--- config.mk ---
export PLATFORM = sky130hd
export DESIGN_NAME = bmp_to_rgba_stream_decoder
export DESIGN_NICKNAME = d
export VERILOG_FILES = /design/src/rtl/core/b2r_pkg.sv /design/src/rtl/core/b2r_decode.sv /design/src/rtl/core/b2r_outq.sv /design/src/rtl/core/bmp_to_rgba_stream_decoder.sv
export SDC_FILE = /design/constraint.sdc
export NUM_CORES = 1
export LEC_CHECK = 0
export BUFFER_PORTS_ARGS = -buffer_cell sky130_fd_sc_hd__buf_2
export CAP_MARGIN = 20
export CORE_ASPECT_RATIO = 0.5
export CORE_UTILIZATION = 43
export CTS_CLUSTER_SIZE = 40
export DETAILED_ROUTE_END_ITERATION = 10
export HOLD_SLACK_MARGIN = 0.02
export PLACE_DENSITY = 0.69
export SYNTH_ARGS = -nofsm -noshare
export SYNTH_HDL_FRONTEND = slang
export SYNTH_HIERARCHICAL = 1
export SYNTH_SLANG_ARGS = --single-unit
--- constraint.sdc ---
create_clock -name i_clk -period 21.1 [get_ports i_clk]
set_input_delay 1.055 -clock i_clk [delete_from_list [all_inputs] [get_ports i_clk]]
set_output_delay 1.055 -clock i_clk [all_outputs]
set_load 0.005 [all_outputs]
--- src/rtl/core/b2r_pkg.sv ---
`default_nettype none

package b2r_pkg;

    localparam int HDR_BYTES   = 54;
    localparam int IN_TDATA_W  = 8;
    localparam int OUT_TDATA_W = 104;

    localparam logic [7:0] MAGIC_B      = 8'h42;
    localparam logic [7:0] MAGIC_M      = 8'h4D;
    localparam logic [7:0] DEPTH_24     = 8'd24;
    localparam logic [7:0] DEPTH_32     = 8'd32;
    localparam logic [7:0] ALPHA_OPAQUE = 8'd255;

    // header byte positions
    localparam logic [5:0] POS_MAGIC0  = 6'd0;
    localparam logic [5:0] POS_MAGIC1  = 6'd1;
    localparam logic [5:0] POS_OFF_LO  = 6'd10;
    localparam logic [5:0] POS_OFF_HI  = 6'd11;
    localparam logic [5:0] POS_WID_LO  = 6'd18;
    localparam logic [5:0] POS_WID_HI  = 6'd19;
    localparam logic [5:0] POS_HGT_LO  = 6'd22;
    localparam logic [5:0] POS_HGT_HI  = 6'd23;
    localparam logic [5:0] POS_DEPTH   = 6'd28;
    // size check precomputed on the bytes after the depth
    localparam logic [5:0] POS_LINE    = 6'd29;
    localparam logic [5:0] POS_PROD    = 6'd30;
    localparam logic [5:0] POS_NEED    = 6'd31;

    typedef enum logic [2:0] {
        ST_OK         = 3'd0,
        ST_BAD_MAGIC  = 3'd1,
        ST_BAD_DEPTH  = 3'd2,
        ST_TOO_SHORT  = 3'd3,
        ST_SHORT_HDR  = 3'd4,
        ST_OFF_IN_HDR = 3'd5
    } t_status;

    typedef struct packed {
        logic        has_pix;
        logic [15:0] column;
        logic [14:0] row;
        logic [7:0]  red;
        logic [7:0]  green;
        logic [7:0]  blue;
        logic [7:0]  alpha;
        logic        has_stat;
        t_status     status;
        logic [15:0] image_width;
        logic [14:0] image_height;
    } t_entry;

endpackage

`default_nettype wire

--- src/rtl/core/b2r_decode.sv ---
`default_nettype none

module b2r_decode (
    input  wire logic           i_clk,
    input  wire logic           i_rst_n,
    input  wire logic           i_fire,
    input  wire logic [7:0]     i_byte,
    input  wire logic           i_eof,
    output logic                o_push,
    output b2r_pkg::t_entry     o_entry
);
    import b2r_pkg::*;

    logic [39:0] r_pos, n_pos;
    logic [15:0] r_offset, n_offset;
    logic [15:0] r_width, n_width;
    logic [15:0] r_height, n_height;
    logic        r_four, n_four;
    logic        r_magic_bad, n_magic_bad;
    logic        r_depth_bad, n_depth_bad;
    logic [15:0] r_col, n_col;
    logic [14:0] r_row, n_row;
    logic [1:0]  r_chan, n_chan;
    logic [1:0]  r_pad, n_pad;
    logic [23:0] r_held, n_held;

    logic [17:0] r_line;
    logic [32:0] r_prod;
    logic [33:0] r_need;

    logic        hdr;
    logic [14:0] h;
    logic [40:0] size;
    logic        active;
    logic [1:0]  chan_last;
    logic [17:0] line_bytes;
    t_entry      ent;

    assign hdr       = r_pos < 40'(HDR_BYTES);
    assign h         = r_height[15] ? 15'd0 : r_height[14:0];
    assign size      = {1'b0, r_pos} + 41'd1;
    assign chan_last = r_four ? 2'd3 : 2'd2;
    assign active    = !r_magic_bad && !r_depth_bad
                    && (r_offset >= 16'(HDR_BYTES))
                    && ({24'd0, r_offset} <= r_pos)
                    && (r_width != 16'd0) && (h != 15'd0) && (r_row < h);
    assign line_bytes = r_four ? {r_width, 2'b00}
                      : (({2'b00, r_width} + {1'b0, r_width, 1'b0} + 18'd3) & ~18'd3);

    always_comb begin
        n_pos       = r_pos;
        n_offset    = r_offset;
        n_width     = r_width;
        n_height    = r_height;
        n_four      = r_four;
        n_magic_bad = r_magic_bad;
        n_depth_bad = r_depth_bad;
        n_col       = r_col;
        n_row       = r_row;
        n_chan      = r_chan;
        n_pad       = r_pad;
        n_held      = r_held;
        ent         = '0;

        if (i_fire) begin
            if (hdr) begin
                case (r_pos[5:0])
                    POS_MAGIC0: if (i_byte != MAGIC_B) n_magic_bad = 1'b1;
                    POS_MAGIC1: if (i_byte != MAGIC_M) n_magic_bad = 1'b1;
                    POS_OFF_LO: n_offset[7:0]  = i_byte;
                    POS_OFF_HI: n_offset[15:8] = i_byte;
                    POS_WID_LO: n_width[7:0]   = i_byte;
                    POS_WID_HI: n_width[15:8]  = i_byte;
                    POS_HGT_LO: n_height[7:0]  = i_byte;
                    POS_HGT_HI: n_height[15:8] = i_byte;
                    POS_DEPTH: begin
                        n_depth_bad = (i_byte != DEPTH_24) && (i_byte != DEPTH_32);
                        n_four      = (i_byte == DEPTH_32);
                    end
                    default: ;
                endcase
            end else if (active) begin
                if (r_pad != 2'd0) begin
                    n_pad = r_pad - 2'd1;
                end else if (r_chan == chan_last) begin
                    ent.has_pix = 1'b1;
                    ent.column  = r_col;
                    ent.row     = h - 15'd1 - r_row;
                    ent.blue    = r_held[7:0];
                    ent.green   = r_held[15:8];
                    ent.red     = r_four ? r_held[23:16] : i_byte;
                    ent.alpha   = r_four ? i_byte : ALPHA_OPAQUE;
                    n_chan      = 2'd0;
                    n_held      = '0;
                    if (({1'b0, r_col} + 17'd1) >= {1'b0, r_width}) begin
                        n_col = '0;
                        n_row = r_row + 15'd1;
                        n_pad = r_four ? 2'd0 : r_width[1:0];
                    end else begin
                        n_col = r_col + 16'd1;
                    end
                end else begin
                    case (r_chan)
                        2'd0:    n_held[7:0]   = i_byte;
                        2'd1:    n_held[15:8]  = i_byte;
                        default: n_held[23:16] = i_byte;
                    endcase
                    n_chan = r_chan + 2'd1;
                end
            end

            if (r_pos != '1) n_pos = r_pos + 40'd1;

            if (i_eof) begin
                ent.has_stat = 1'b1;
                if (size < 41'(HDR_BYTES)) begin
                    ent.status = ST_SHORT_HDR;
                end else if (r_magic_bad) begin
                    ent.status = ST_BAD_MAGIC;
                end else begin
                    ent.image_width  = r_width;
                    ent.image_height = h;
                    if (r_depth_bad)                       ent.status = ST_BAD_DEPTH;
                    else if (r_offset < 16'(HDR_BYTES))    ent.status = ST_OFF_IN_HDR;
                    else if (r_height[15])                 ent.status = ST_TOO_SHORT;
                    else if (size < {7'd0, r_need})        ent.status = ST_TOO_SHORT;
                    else                                   ent.status = ST_OK;
                end
                n_pos       = '0;
                n_offset    = '0;
                n_width     = '0;
                n_height    = '0;
                n_four      = 1'b0;
                n_magic_bad = 1'b0;
                n_depth_bad = 1'b0;
                n_col       = '0;
                n_row       = '0;
                n_chan      = '0;
                n_pad       = '0;
                n_held      = '0;
            end
        end
    end

    assign o_push  = ent.has_pix || ent.has_stat;
    assign o_entry = ent;

    always_ff @(posedge i_clk) begin
        if (!i_rst_n) begin
            r_pos       <= '0;
            r_offset    <= '0;
            r_width     <= '0;
            r_height    <= '0;
            r_four      <= 1'b0;
            r_magic_bad <= 1'b0;
            r_depth_bad <= 1'b0;
            r_col       <= '0;
            r_row       <= '0;
            r_chan      <= '0;
            r_pad       <= '0;
            r_held      <= '0;
        end else begin
            r_pos       <= n_pos;
            r_offset    <= n_offset;
            r_width     <= n_width;
            r_height    <= n_height;
            r_four      <= n_four;
            r_magic_bad <= n_magic_bad;
            r_depth_bad <= n_depth_bad;
            r_col       <= n_col;
            r_row       <= n_row;
            r_chan      <= n_chan;
            r_pad       <= n_pad;
            r_held      <= n_held;
        end
    end

    // padded line bytes, times height, plus offset: one step per header byte
    always_ff @(posedge i_clk) begin
        if (i_fire && r_pos == {34'd0, POS_LINE}) r_line <= line_bytes;
        if (i_fire && r_pos == {34'd0, POS_PROD}) r_prod <= 33'(r_line) * 33'(h);
        if (i_fire && r_pos == {34'd0, POS_NEED}) r_need <= 34'(r_offset) + 34'(r_prod);
    end

endmodule

`default_nettype wire

--- src/rtl/core/b2r_outq.sv ---
`default_nettype none

module b2r_outq (
    input  wire logic                               i_clk,
    input  wire logic                               i_rst_n,
    input  wire logic                               i_push,
    input  wire b2r_pkg::t_entry                    i_entry,
    output logic                                    o_full,
    output logic                                    o_valid,
    input  wire logic                               i_ready,
    output logic [b2r_pkg::OUT_TDATA_W-1:0]         o_data,
    output logic                                    o_kind,
    output logic                                    o_last
);
    import b2r_pkg::*;

    t_entry      r_q [2];
    logic        r_wptr;
    logic        r_rptr;
    logic [1:0]  r_count;
    logic        r_pix_sent;

    t_entry      head;
    logic        show_pix;
    logic        take;
    logic        pop;
    logic        push_ok;

    assign head     = r_q[r_rptr];
    assign o_valid  = r_count != 2'd0;
    assign o_full   = r_count == 2'd2;
    assign show_pix = head.has_pix && !r_pix_sent;
    assign take     = o_valid && i_ready;
    assign pop      = take && !(show_pix && head.has_stat);
    assign push_ok  = i_push && !o_full;

    assign o_kind = !show_pix;
    assign o_last = !show_pix;

    always_comb begin
        o_data = '0;
        if (show_pix) begin
            o_data[15:0]  = head.column;
            o_data[30:16] = head.row;
            o_data[38:31] = head.red;
            o_data[46:39] = head.green;
            o_data[54:47] = head.blue;
            o_data[62:55] = head.alpha;
        end else begin
            o_data[65:63] = head.status;
            o_data[81:66] = head.image_width;
            o_data[96:82] = head.image_height;
        end
    end

    always_ff @(posedge i_clk) begin
        if (!i_rst_n) begin
            r_wptr     <= 1'b0;
            r_rptr     <= 1'b0;
            r_count    <= '0;
            r_pix_sent <= 1'b0;
        end else begin
            if (push_ok) r_wptr <= !r_wptr;
            if (pop)     r_rptr <= !r_rptr;
            r_count <= r_count + {1'b0, push_ok} - {1'b0, pop};
            if (pop)       r_pix_sent <= 1'b0;
            else if (take) r_pix_sent <= 1'b1;
        end
    end

    always_ff @(posedge i_clk) begin
        if (push_ok) r_q[r_wptr] <= i_entry;
    end

endmodule

`default_nettype wire

--- src/rtl/core/bmp_to_rgba_stream_decoder.sv ---
`default_nettype none

// BMP file bytes in, RGBA pixels out. One file byte is taken per clock while the
// output keeps up; a byte flows through an input register and the header/pixel
// decode into a two-entry result queue; a result word is offered once its byte
// has left the input register and entered the queue, and the input stalls while
// the queue is full. Each completed pixel gives one word (tuser 0); the byte
// marked tlast also gives a status word (tuser 1, tlast 1) carrying the code and
// image size, so a final byte that completes a pixel gives two output words. Only
// 24- and 32-bit uncompressed bottom-up data is decoded; rows come out flipped so
// the top row is 0. The 54-byte header is required; the file-size check product
// is built over header bytes 29 to 31.
module bmp_to_rgba_stream_decoder (
    input  wire logic                                i_clk,
    input  wire logic                                i_rst_n,
    input  wire logic                                s_axis_tvalid,
    output logic                                     s_axis_tready,
    input  wire logic [b2r_pkg::IN_TDATA_W-1:0]      s_axis_tdata,  // file_byte
    input  wire logic                                s_axis_tlast,  // end_of_file
    output logic                                     m_axis_tvalid,
    input  wire logic                                m_axis_tready,
    // column, row, red, green, blue, alpha, status, image_width, image_height
    output logic [b2r_pkg::OUT_TDATA_W-1:0]          m_axis_tdata,
    output logic                                     m_axis_tuser,  // kind
    output logic                                     m_axis_tlast   // last
);
    import b2r_pkg::*;

    logic        r_in_valid;
    logic [7:0]  r_in_byte;
    logic        r_in_eof;
    logic        fire;
    logic        full;
    logic        push;
    t_entry      entry;

    assign fire          = r_in_valid && !full;
    assign s_axis_tready = !r_in_valid || fire;

    always_ff @(posedge i_clk) begin
        if (!i_rst_n) begin
            r_in_valid <= 1'b0;
        end else if (s_axis_tready) begin
            r_in_valid <= s_axis_tvalid;
        end
    end

    always_ff @(posedge i_clk) begin
        if (s_axis_tready && s_axis_tvalid) begin
            r_in_byte <= s_axis_tdata;
            r_in_eof  <= s_axis_tlast;
        end
    end

    b2r_decode u_decode (
        .i_clk   (i_clk),
        .i_rst_n (i_rst_n),
        .i_fire  (fire),
        .i_byte  (r_in_byte),
        .i_eof   (r_in_eof),
        .o_push  (push),
        .o_entry (entry)
    );

    b2r_outq u_outq (
        .i_clk   (i_clk),
        .i_rst_n (i_rst_n),
        .i_push  (push),
        .i_entry (entry),
        .o_full  (full),
        .o_valid (m_axis_tvalid),
        .i_ready (m_axis_tready),
        .o_data  (m_axis_tdata),
        .o_kind  (m_axis_tuser),
        .o_last  (m_axis_tlast)
    );

endmodule

`default_nettype wire

# Yosys cells after proc, flatten, opt, wreduce, memory -nomap -nowiden
# Memories as Yosys holds them, arrays and structs flattened. A register that Yosys moved wholly into a read port is not among the register bits.
# Index checks and enable logic that the tools add are counted.
[totals]
inputBits = 13
regBits = 250
ramBits = 198
word_cells = 228
memories = 1
[memory_table]
columns = ["memory", "depth", "word_bits", "read_ports", "rd_clocked_by_memory_dff", "write_ports", "line", "text"]
rows = [
  ["u_outq.r_q", 2, 99, 1, 1, 1, "b2r_outq.sv:17", "t_entry r_q [2];"],
]
[op_classes]
eq_ne = 25
order_cmp = 8
n_addsub = 14
muxes = 82
n_mul = 1
bitwise_logic = 1
n_reduce_logical = 69
[ops]
columns = ["op", "count"]
rows = [
  ["$mux W64", 4],
  ["$mux W16", 12],
  ["$eq A40 B5 Y1 const B", 3],
  ["$mux W24", 5],
  ["$mux W15", 7],
  ["$mux W99", 1],
  ["$mux W8", 11],
  ["$mux W40", 2],
  ["$mux W63", 1],
  ["$mux W31", 2],
  ["$add A40 B1 Y41 const B", 1],
  ["$lt A41 B34 Y1", 1],
  ["$lt A41 B6 Y1 const B", 1],
  ["$add A40 B1 Y40 const B", 1],
  ["$le A16 B40 Y1", 1],
  ["$lt A40 B6 Y1 const B", 1],
  ["$ne A40 B40 Y1 const B", 1],
  ["$mux W35", 1],
  ["$add A16 B33 Y34", 1],
  ["$mux W34", 1],
  ["$mul A18 B15 Y33", 1],
  ["$eq A6 B5 Y1 const B", 5],
  ["$reduce_and A5 Y1", 6],
  ["$mux W2", 14],
  ["other kinds (46)", 116],
]

# Longest topological paths before layout
# Gate-level depths: netlist of run 1.
[depth]
ltp_word = 14
mapped_depth = 25
ltp_nobuf = 24

# Cells and area by module
# The synthesis of run 1 kept the hierarchy.
[modules_own_cells]
columns = ["module", "seq_area_each_um2", "n_inst", "area_per_inst_um2", "cells_each"]
rows = [
  ["b2r_decode", 5435.2, 1, 23695.2, 2765],
  ["b2r_outq", 6065.8, 1, 7791.2, 459],
  ["bmp_to_rgba_stream_decoder", 290.3, 1, 320.3, 15],
]

# Worst setup path after synthesis of run 1
# Ideal clock, no wire load.
[synth_timing]
path_kind = "register to register"
startpoint = "reg u_decode.r_height[15]"
endpoint = "reg u_decode.r_prod[31], data pin"
setup_slack_ns = 14.363
stages_incl_launch_ff = 24
arrival_time_ns = 6.479
period_less_slack_ns = 6.737
setup_time_ns = 0.258
path_cell_list = "dfxtp_1 clkbuf_1 nor2b_1 clkbuf_1 and2_1 fa_1 inv_1 fa_1 inv_1 fa_1 fa_1 fa_1 inv_1 fa_1 inv_1 ha_1 nand3_1 or4b_2 a31oi_1 a21oi_1 o211a_1 o211ai_1 a21oi_1 xnor2_1"
[synth_between]
elab_chain_cells = 2
[synth_lines]
columns = ["item", "line", "text"]
rows = [
  ["start: declaration", "b2r_decode.sv:17", "logic [15:0] r_height, n_height;"],
  ["start signal: assignment", "b2r_decode.sv:166", "r_height <= n_height;"],
  ["$mux W15", "b2r_decode.sv:40", "assign h = r_height[15] ? 15'd0 : r_height[14:0];"],
  ["$mul A18 B15 Y33", "b2r_decode.sv:181", "if (i_fire && r_pos == {34'd0, POS_PROD}) r_prod <= 33'(r_line) * 33'(h);"],
  ["end signal: assignment", "b2r_decode.sv:181", ""],
  ["end: declaration", "b2r_decode.sv:28", "logic [32:0] r_prod;"],
]
# Every way passes these cells.
# A chain may end at the register's enable or synchronous reset.

# Worst setup path after layout of run 1
# Same ends and word-level chain as after synthesis.

==> flow_summary_export.csv, run 1 <==
group,metric,value,unit
status,status,"finished, final reports clean",
synth,synthArstFlopShare,0,%
sta,slew_headroom,34.9,%
route,wire_per_inst,18.4,microns
route,ant_nets,0,
cells_and_area,final_common_cell,"inv_1",
route,num_vias,23700,
clock_tree,clk_latency,610,ps
synth,ys_ff_latch,445,
clock_tree,clock_path_buffers,3,
global_route,grtUsageTotal,21.0,%
synth,synth.avg_cell_area,9.82,sq um
power_and_ir_drop,max-vdd-ir-drop,0.0641,mV
synth,yosysWarnings,6,
synth,synthFlopType,"edfxtp_1",
clock_tree,clk_pin_slew,70,ps
global_route,grt_max_degree,75,
power_and_ir_drop,p_clk_share,40.4,%
run,max-cap-violations,0,
cells_and_area,instances_no_fill,4294,
route,via_per_inst,5.51,
global_route,grt_antenna_before_repair,0,
place,gp_congestion,0.900,
sta,min_period_over_period,34.9,%
route,post-route-drc-count,0,
sta,grt_setup_unrepaired,"false",
floorplanning,rows,70,
sta,fin_crit,7360,ps
cells_and_area,final_cell_mix,"inv_1 (347), edfxtp_1 (288), nor2_1 (286)",
sta,slew_viol_final,0,
clock_tree,cts_root_buf,"clkbuf_16",
setup_path,slowest_stage,"dfxtp_1",
global_route,overflow,0,
power_and_ir_drop,p_leak,14.6,nW
power_and_ir_drop,p_sw_share,26.2,%
floorplanning,boundaryPins,121,
setup_path,path_max_fanout,18,
clock_tree,tritoncts,"yes",
place,portBuffers,113,
power_and_ir_drop,total_power,2.14,mW
sta,tns,0,ps
floorplanning,die_area,75100,sq um
synth,synth-edff-count,288,
clock_tree,postCtsSetupRepairBufs,0,
route,wl,78900,microns
power_and_ir_drop,powerDensity,61.6,nW/um^2
min_path,hold_class,"flop to flop",
synth,synth-seq-area-share,37.1,%
cells_and_area,area_growth,9.38,%
global_route,grt_pass1_wl,128000,microns
clock_tree,cts-resized-gates,0,
sta,fmax,136,MHz
sta,hold_violations,0,
setup_path,crit_required,21450,ps
sta,setup_slack,13740,ps
power_and_ir_drop,switchingPower,0.561,mW
setup_path,cp_slowest_stage_delay,700,ps
cells_and_area,drive_gt1_share,8.79,%
setup_path,start_kind,"flop",
cells_and_area,nets,3728,
clock_tree,numCtsBuffers,44,
floorplanning,dieHeight,194,microns
power_and_ir_drop,comb_power_share,13.5,%
synth,syn_inst,3239,
clock_tree,clock-sinks,445,
synth,synth.distinct_cells,86,
sta,setup_viol,0,
clock_tree,htreeDepth,2,
power_and_ir_drop,p_seq_share,46.0,%
power_and_ir_drop,internal_power,1.58,mW
route,drt_iter0_drc,2050,
place,dp_slack,13750,ps
setup_path,endpoint_kind,"flop",
floorplanning,initial_core_util,43.5,%
clock_tree,postCtsHoldBufs,0,
setup_path,worstPathArrival,7710,ps
global_route,grt_pass1_vias,23400,
synth,syn_area,31800,sq um
sta,max_slew.worst_pin.slew,964,ps
place,dpl.hpwl,57900,microns
setup_path,path_class,"flop to flop",
floorplanning,die_w,387,microns
cells_and_area,fillers,6676,
floorplanning,coreArea,73100,sq um
sta,fin_skew,17.9,ps
route,drt_pre_antenna_iters,6,
place,placed_cells,4208,
metrics by stage:
step	hold slack, ps	cell area, sq um	util (%)
global route	471	34800	47.6
detailed placement	449	33200	45.3
CTS	459	34800	47.5
global placement	438	33200	45.3
finish	459	34800	47.6
floorplan	430	31800	-
worst max-delay path, delay by kind of cell, from the launching register on:
family | cells | cell delay (ps)
AO/OA/AOI/OAI | 6 | 1050
AND/OR/NAND/NOR | 4 | 1120
adder cells (fa/ha/maj) | 7 | 3530
flip-flops | 1 | 700
buffers and inverters | 7 | 590
XOR/XNOR | 1 | 120
area by class of cell:
class	count	area, sq um	area share (%)
clock inverter	23	332	0.953
multi-input combinational	2293	18000	51.8
tap	972	1220	3.50
inverter	353	1330	3.82
antenna	1	2.50	0.00719
timing repair buffer	148	836	2.40
clock buffer	59	1270	3.65
sequential	445	11800	33.9
sequential cells by signal, summed over array words and instances, names as in the netlist, named ones only:
name                  cells
u_decode/r_prod          31
u_decode/r_four           1
r_in_valid                1
u_outq/r_q              198
r_in_eof                  1
u_decode/r_col           16
u_outq/r_wptr             1
r_in_byte                 8
u_outq/r_pix_sent         1
u_decode/r_pos           40
u_decode/r_held          24
u_decode/r_chan           2
u_decode/r_offset        16
u_decode/r_depth_bad      1
u_decode/r_line          16
u_decode/r_pad            2
u_decode/r_magic_bad      1
u_decode/r_row           15
u_outq/r_count            2
u_outq/r_rptr             1
u_decode/r_height        16
u_decode/r_need          34
u_decode/r_width         16
metal layers:
layer	part of all wire, %	up-vias	GRT usage, %	routed length [microns]
met1	45	11800	29.9	35900
met3	6.3	101	3.34	4990
met2	46	691	33.8	36700
met4	1.7	0	4.57	1360
li1	-	11100	-	-
met5	0	-	0	0
cell families (layout without fill, tap and decap cells):
| logic type | Yosys count | count (layout) | synth area share, % |
|---|---|---|---|
| buf+inv | 507 | 583 | 6.40 |
| fa+ha+maj | 430 | 430 | 21.2 |
| mux | 140 | 140 | 4.41 |
| xor+xnor | 127 | 127 | 3.50 |
| other cells | 1 | 8 | 0.0118 |
| compound gates | 453 | 453 | 9.11 |
| simple gates | 1136 | 1136 | 18.3 |
| flops | 445 | 445 | 37.1 |
power by group through the flow:
stage	clock network, mW	logic [mW]	registers [mW]
after floorplan	0	0.194	0.985
after global placement	0	0.291	1.00
after detailed placement	0	0.293	1.01
after CTS	0.881	0.294	0.986
after global routing	0.914	0.318	0.990
final	0.867	0.290	0.986
worst paths after layout:
kind | start | endpoint | slack [ps] | cells past startpoint
worst max-delay path | u_decode/r_height[15]$_SDFFE_PN0P_ | u_decode/r_prod[31]$_DFFE_PP_ | 13740 | 25
worst min-delay path | u_decode/r_held[7]$_SDFFE_PN0P_ | u_decode/r_held[7]$_SDFFE_PN0P_ | 460 | 2
worst max register to register | u_decode/r_height[15]$_SDFFE_PN0P_ | u_decode/r_prod[31]$_DFFE_PP_ | 13740 | 25
worst min register to register | u_decode/r_held[7]$_SDFFE_PN0P_ | u_decode/r_held[7]$_SDFFE_PN0P_ | 460 | 2
synth_stat cells (all sizes together) (5+ instances only):
cell	instances	area share (%)
inv	352	4.2
nor2	310	3.9
edfxtp	288	27
nand2	264	3.1
ha	248	9.8
and2	183	3.6
fa	182	11
dfxtp	157	9.9
a21oi	152	2.4
mux2i	139	4.4
nand3	112	1.8
clkbuf	103	1.2
o21ai	83	1.3
xnor2	81	2.2
buf	51	1.0
nor3	48	0.87
a21o	46	1.1
xor2	46	1.3
nand4	42	0.87
a22oi	36	0.85
and3	29	0.57
nor4	29	0.83
or3	27	0.56
nor2b	26	0.51
o21a	19	0.45
a31oi	18	0.35
nand2b	13	0.26
o211ai	13	0.31
a211o	10	0.28
a211oi	10	0.24
nand3b	10	0.24
o21bai	9	0.21
and4	8	0.22
a2111oi	7	0.23
and4b	7	0.22
o41ai	7	0.19
a21boi	6	0.14
o31ai	6	0.14
or2	6	0.12
a31o	5	0.14
nor3b	5	0.12
o2111ai	5	0.14
or4	5	0.13
(Power assumes the default switching activity.)
==> run 2, diff against run 1 <==
- PLACE_DENSITY: 0.69 -> 0.71
- clock period: 21.1 -> 6.18 ns (I/O delays scaled with it)
==> run 2 against run 1 <==
Final area grew 3.7%. Sequential power grew to 3.4 times the previous value. Largest cell class unchanged. Largest power group unchanged. Die area is the same. Final cell count grew 2.7%. Non-clock buffer count grew 115. Critical path depth shrank 4. The run now ends with setup timing left. Global-route usage grew 0.45 points. Critical endpoint unchanged. Sequential cell count is the same.
==> flow_summary_export.csv, run 2 (synthesis results as in run 1) <==
group,metric,value,unit
place,place_area,34000,sq um
setup_path,slowest_stage,"or4b_4",
sta,grt_setup_unrepaired,"true",
setup_path,path_class,"flop to flop",
min_path,hold_class,"input pin to flop",
place,placed_cells,4294,
sta,fin_skew,33.3,ps
global_route,grt_max_degree,92,
clock_tree,clock_path_buffers,3,
floorplanning,initial_core_util,43.5,%
power_and_ir_drop,powerDensity,199,nW/um^2
place,portBuffers,113,
floorplanning,coreArea,73100,sq um
cells_and_area,nets,3844,
cells_and_area,finalInstanceArea,36100,sq um
setup_path,start_kind,"flop",
cells_and_area,fillers,6517,
cells_and_area,top_regs,"u_outq/r_q (198), u_decode/r_pos (40), u_decode/r_need (34)",
floorplanning,rows,70,
cells_and_area,largest_reg_flops,198,
setup_path,cp_cell_sequence,"buf_4 -> and2_1 -> fa_1 -> inv_1 -> fa_1 -> inv_1 -> fa_1 -> fa_1 -> fa_1 -> inv_1 -> fa_1 -> inv_1 -> ha_4 -> nand3_1 -> or4b_4 -> a31oi_4 -> a21oi_2 -> o211a_1 -> o211ai_1 -> a21oi_1 -> xnor2_1",
clock_tree,clk_latency,600,ps
sta,max_slew.worst_pin.slew,1140,ps
sta,tns,-94.5,ps
route,via_per_inst,5.48,
cells_and_area,final_util,49.3,%
cells_and_area,largest-register,"u_outq/r_q",
place,dp_slack,-157,ps
sta,setup_slack,-63.7,ps
cells_and_area,drive_gt1_share,13.6,%
sta,slew_headroom,23.9,%
floorplanning,dieHeight,194,microns
cells_and_area,final_cell_mix,"inv_1 (336), edfxtp_1 (288), nor2_1 (284)",
route,post-route-drc-count,0,
global_route,grt_antenna_before_repair,0,
clock_tree,htreeDepth,2,
clock_tree,cts_root_buf,"clkbuf_16",
setup_path,worstPathArrival,6560,ps
status,violations,"setup timing",
run,max-cap-violations,0,
setup_path,path_buf_inv,5,
clock_tree,numCtsBuffers,45,
floorplanning,boundaryPins,121,
setup_path,crit_family,"adder cells",
floorplanning,die_w,387,microns
place,gp_congestion,0.966,
cells_and_area,final_common_cell,"inv_1",
setup_path,path_common_cell,"fa_1",
global_route,grt_pass1_wl,130000,microns
setup_path,path_max_fanout,5,
sta,min_period_over_period,101,%
route,wire_per_inst,18.3,microns
sta,slew_viol_final,0,
clock_tree,clk_pin_slew,60,ps
setup_path,crit_required,6500,ps
floorplanning,die_area,75100,sq um
cells_and_area,area_growth,13.5,%
power_and_ir_drop,p_leak,15.2,nW
cells_and_area,instances_no_fill,4412,
setup_path,endpoint_kind,"flop",
clock_tree,clock-sinks,445,
route,wl,80900,microns
sta,setup_viol,2,
global_route,grtUsageTotal,21.5,%
route,drt_pre_antenna_iters,6,
power_and_ir_drop,max-vdd-ir-drop,0.192,mV
status,status,"finished with violations",
global_route,overflow,0,
clock_tree,tritoncts,"yes",
sta,hold_violations,0,
sta,fin_crit,6240,ps
global_route,grt_pass1_vias,24400,
sta,fmax,160,MHz
place,dpl.hpwl,60200,microns
route,drt_iter0_drc,2084,
route,num_vias,24200,
setup_path,cp_slowest_stage_delay,560,ps
route,ant_nets,0,
-- run 2: per-layer routing --
metal	routed length (microns)	vias up	share of wire (%)	GRT usage, %
met1	36000	12000	44	29.4
li1	-	11400	-	-
met2	38500	680	48	35.7
met4	2050	0	2.5	6.30
met3	4390	140	5.4	2.63
met5	0	-	0	0
-- run 2: path summary, 6_finish.rpt --
path,from,endpoint,slack (ps),depth (start not counted)
min,i_rst_n,u_decode/r_col[0]$_SDFFE_PN0P_,150,3
min reg2reg,u_decode/r_held[3]$_SDFFE_PN0P_,u_decode/r_held[3]$_SDFFE_PN0P_,450,2
max,u_decode/r_line[10]$_DFFE_PP_,u_decode/r_prod[31]$_DFFE_PP_,-60,21
max reg2reg,u_decode/r_line[10]$_DFFE_PP_,u_decode/r_prod[31]$_DFFE_PP_,-60,21
-- run 2: worst reg2reg max path: stages, from the launching register on --
cell and delay, ps:
edfxtp_1 490, buf_4 210, and2_1 140, fa_1 470, inv_1 50, fa_1 520
inv_1 50, fa_1 470, fa_1 530, fa_1 540, inv_1 60, fa_1 550
inv_1 70, ha_4 280, nand3_1 90, or4b_4 560, a31oi_4 180, a21oi_2 90
o211a_1 240, o211ai_1 160, a21oi_1 100, xnor2_1 130
-- run 2: repair_timing --
action | CTS | global route
setup endpoints to repair | 10 | 13
pin swaps | 45 | 34
buffers inserted | 20 | 5
hold buffers | 10 | 0
cloned | 0 | 0
resized for setup | 36 | 53
endpoints found under the hold margin | 10 | 0
-- run 2: cell type report --
type	instances	area [sq um]	share of cell area [%]
inverters	353	1330	3.68
repair buffers	263	1850	5.13
clock buffers	60	1230	3.41
clock inverters	24	267	0.738
flip-flops and latches	445	11800	32.7
well taps	972	1220	3.37
multi-input cells	2293	18400	51.0
diodes	2	5.00	0.0139
-- run 2: through the flow --
stage               hold slack, ps  power [mW]
floorplan                      408        4.02
global placement               437        4.43
detailed placement             445        4.44
CTS                            124        7.24
global route                   163        7.42
finish                         146        7.19
-- run 2: power by group --
| part | switching [mW] | total [mW] | internal (mW) |
|---|---|---|---|
| clock | 1.22 | 2.81 | 1.59 |
| sequential | 0.112 | 3.37 | 3.26 |
| combinational | 0.603 | 1.00 | 0.400 |
| total | 1.94 | 7.19 | 5.25 |
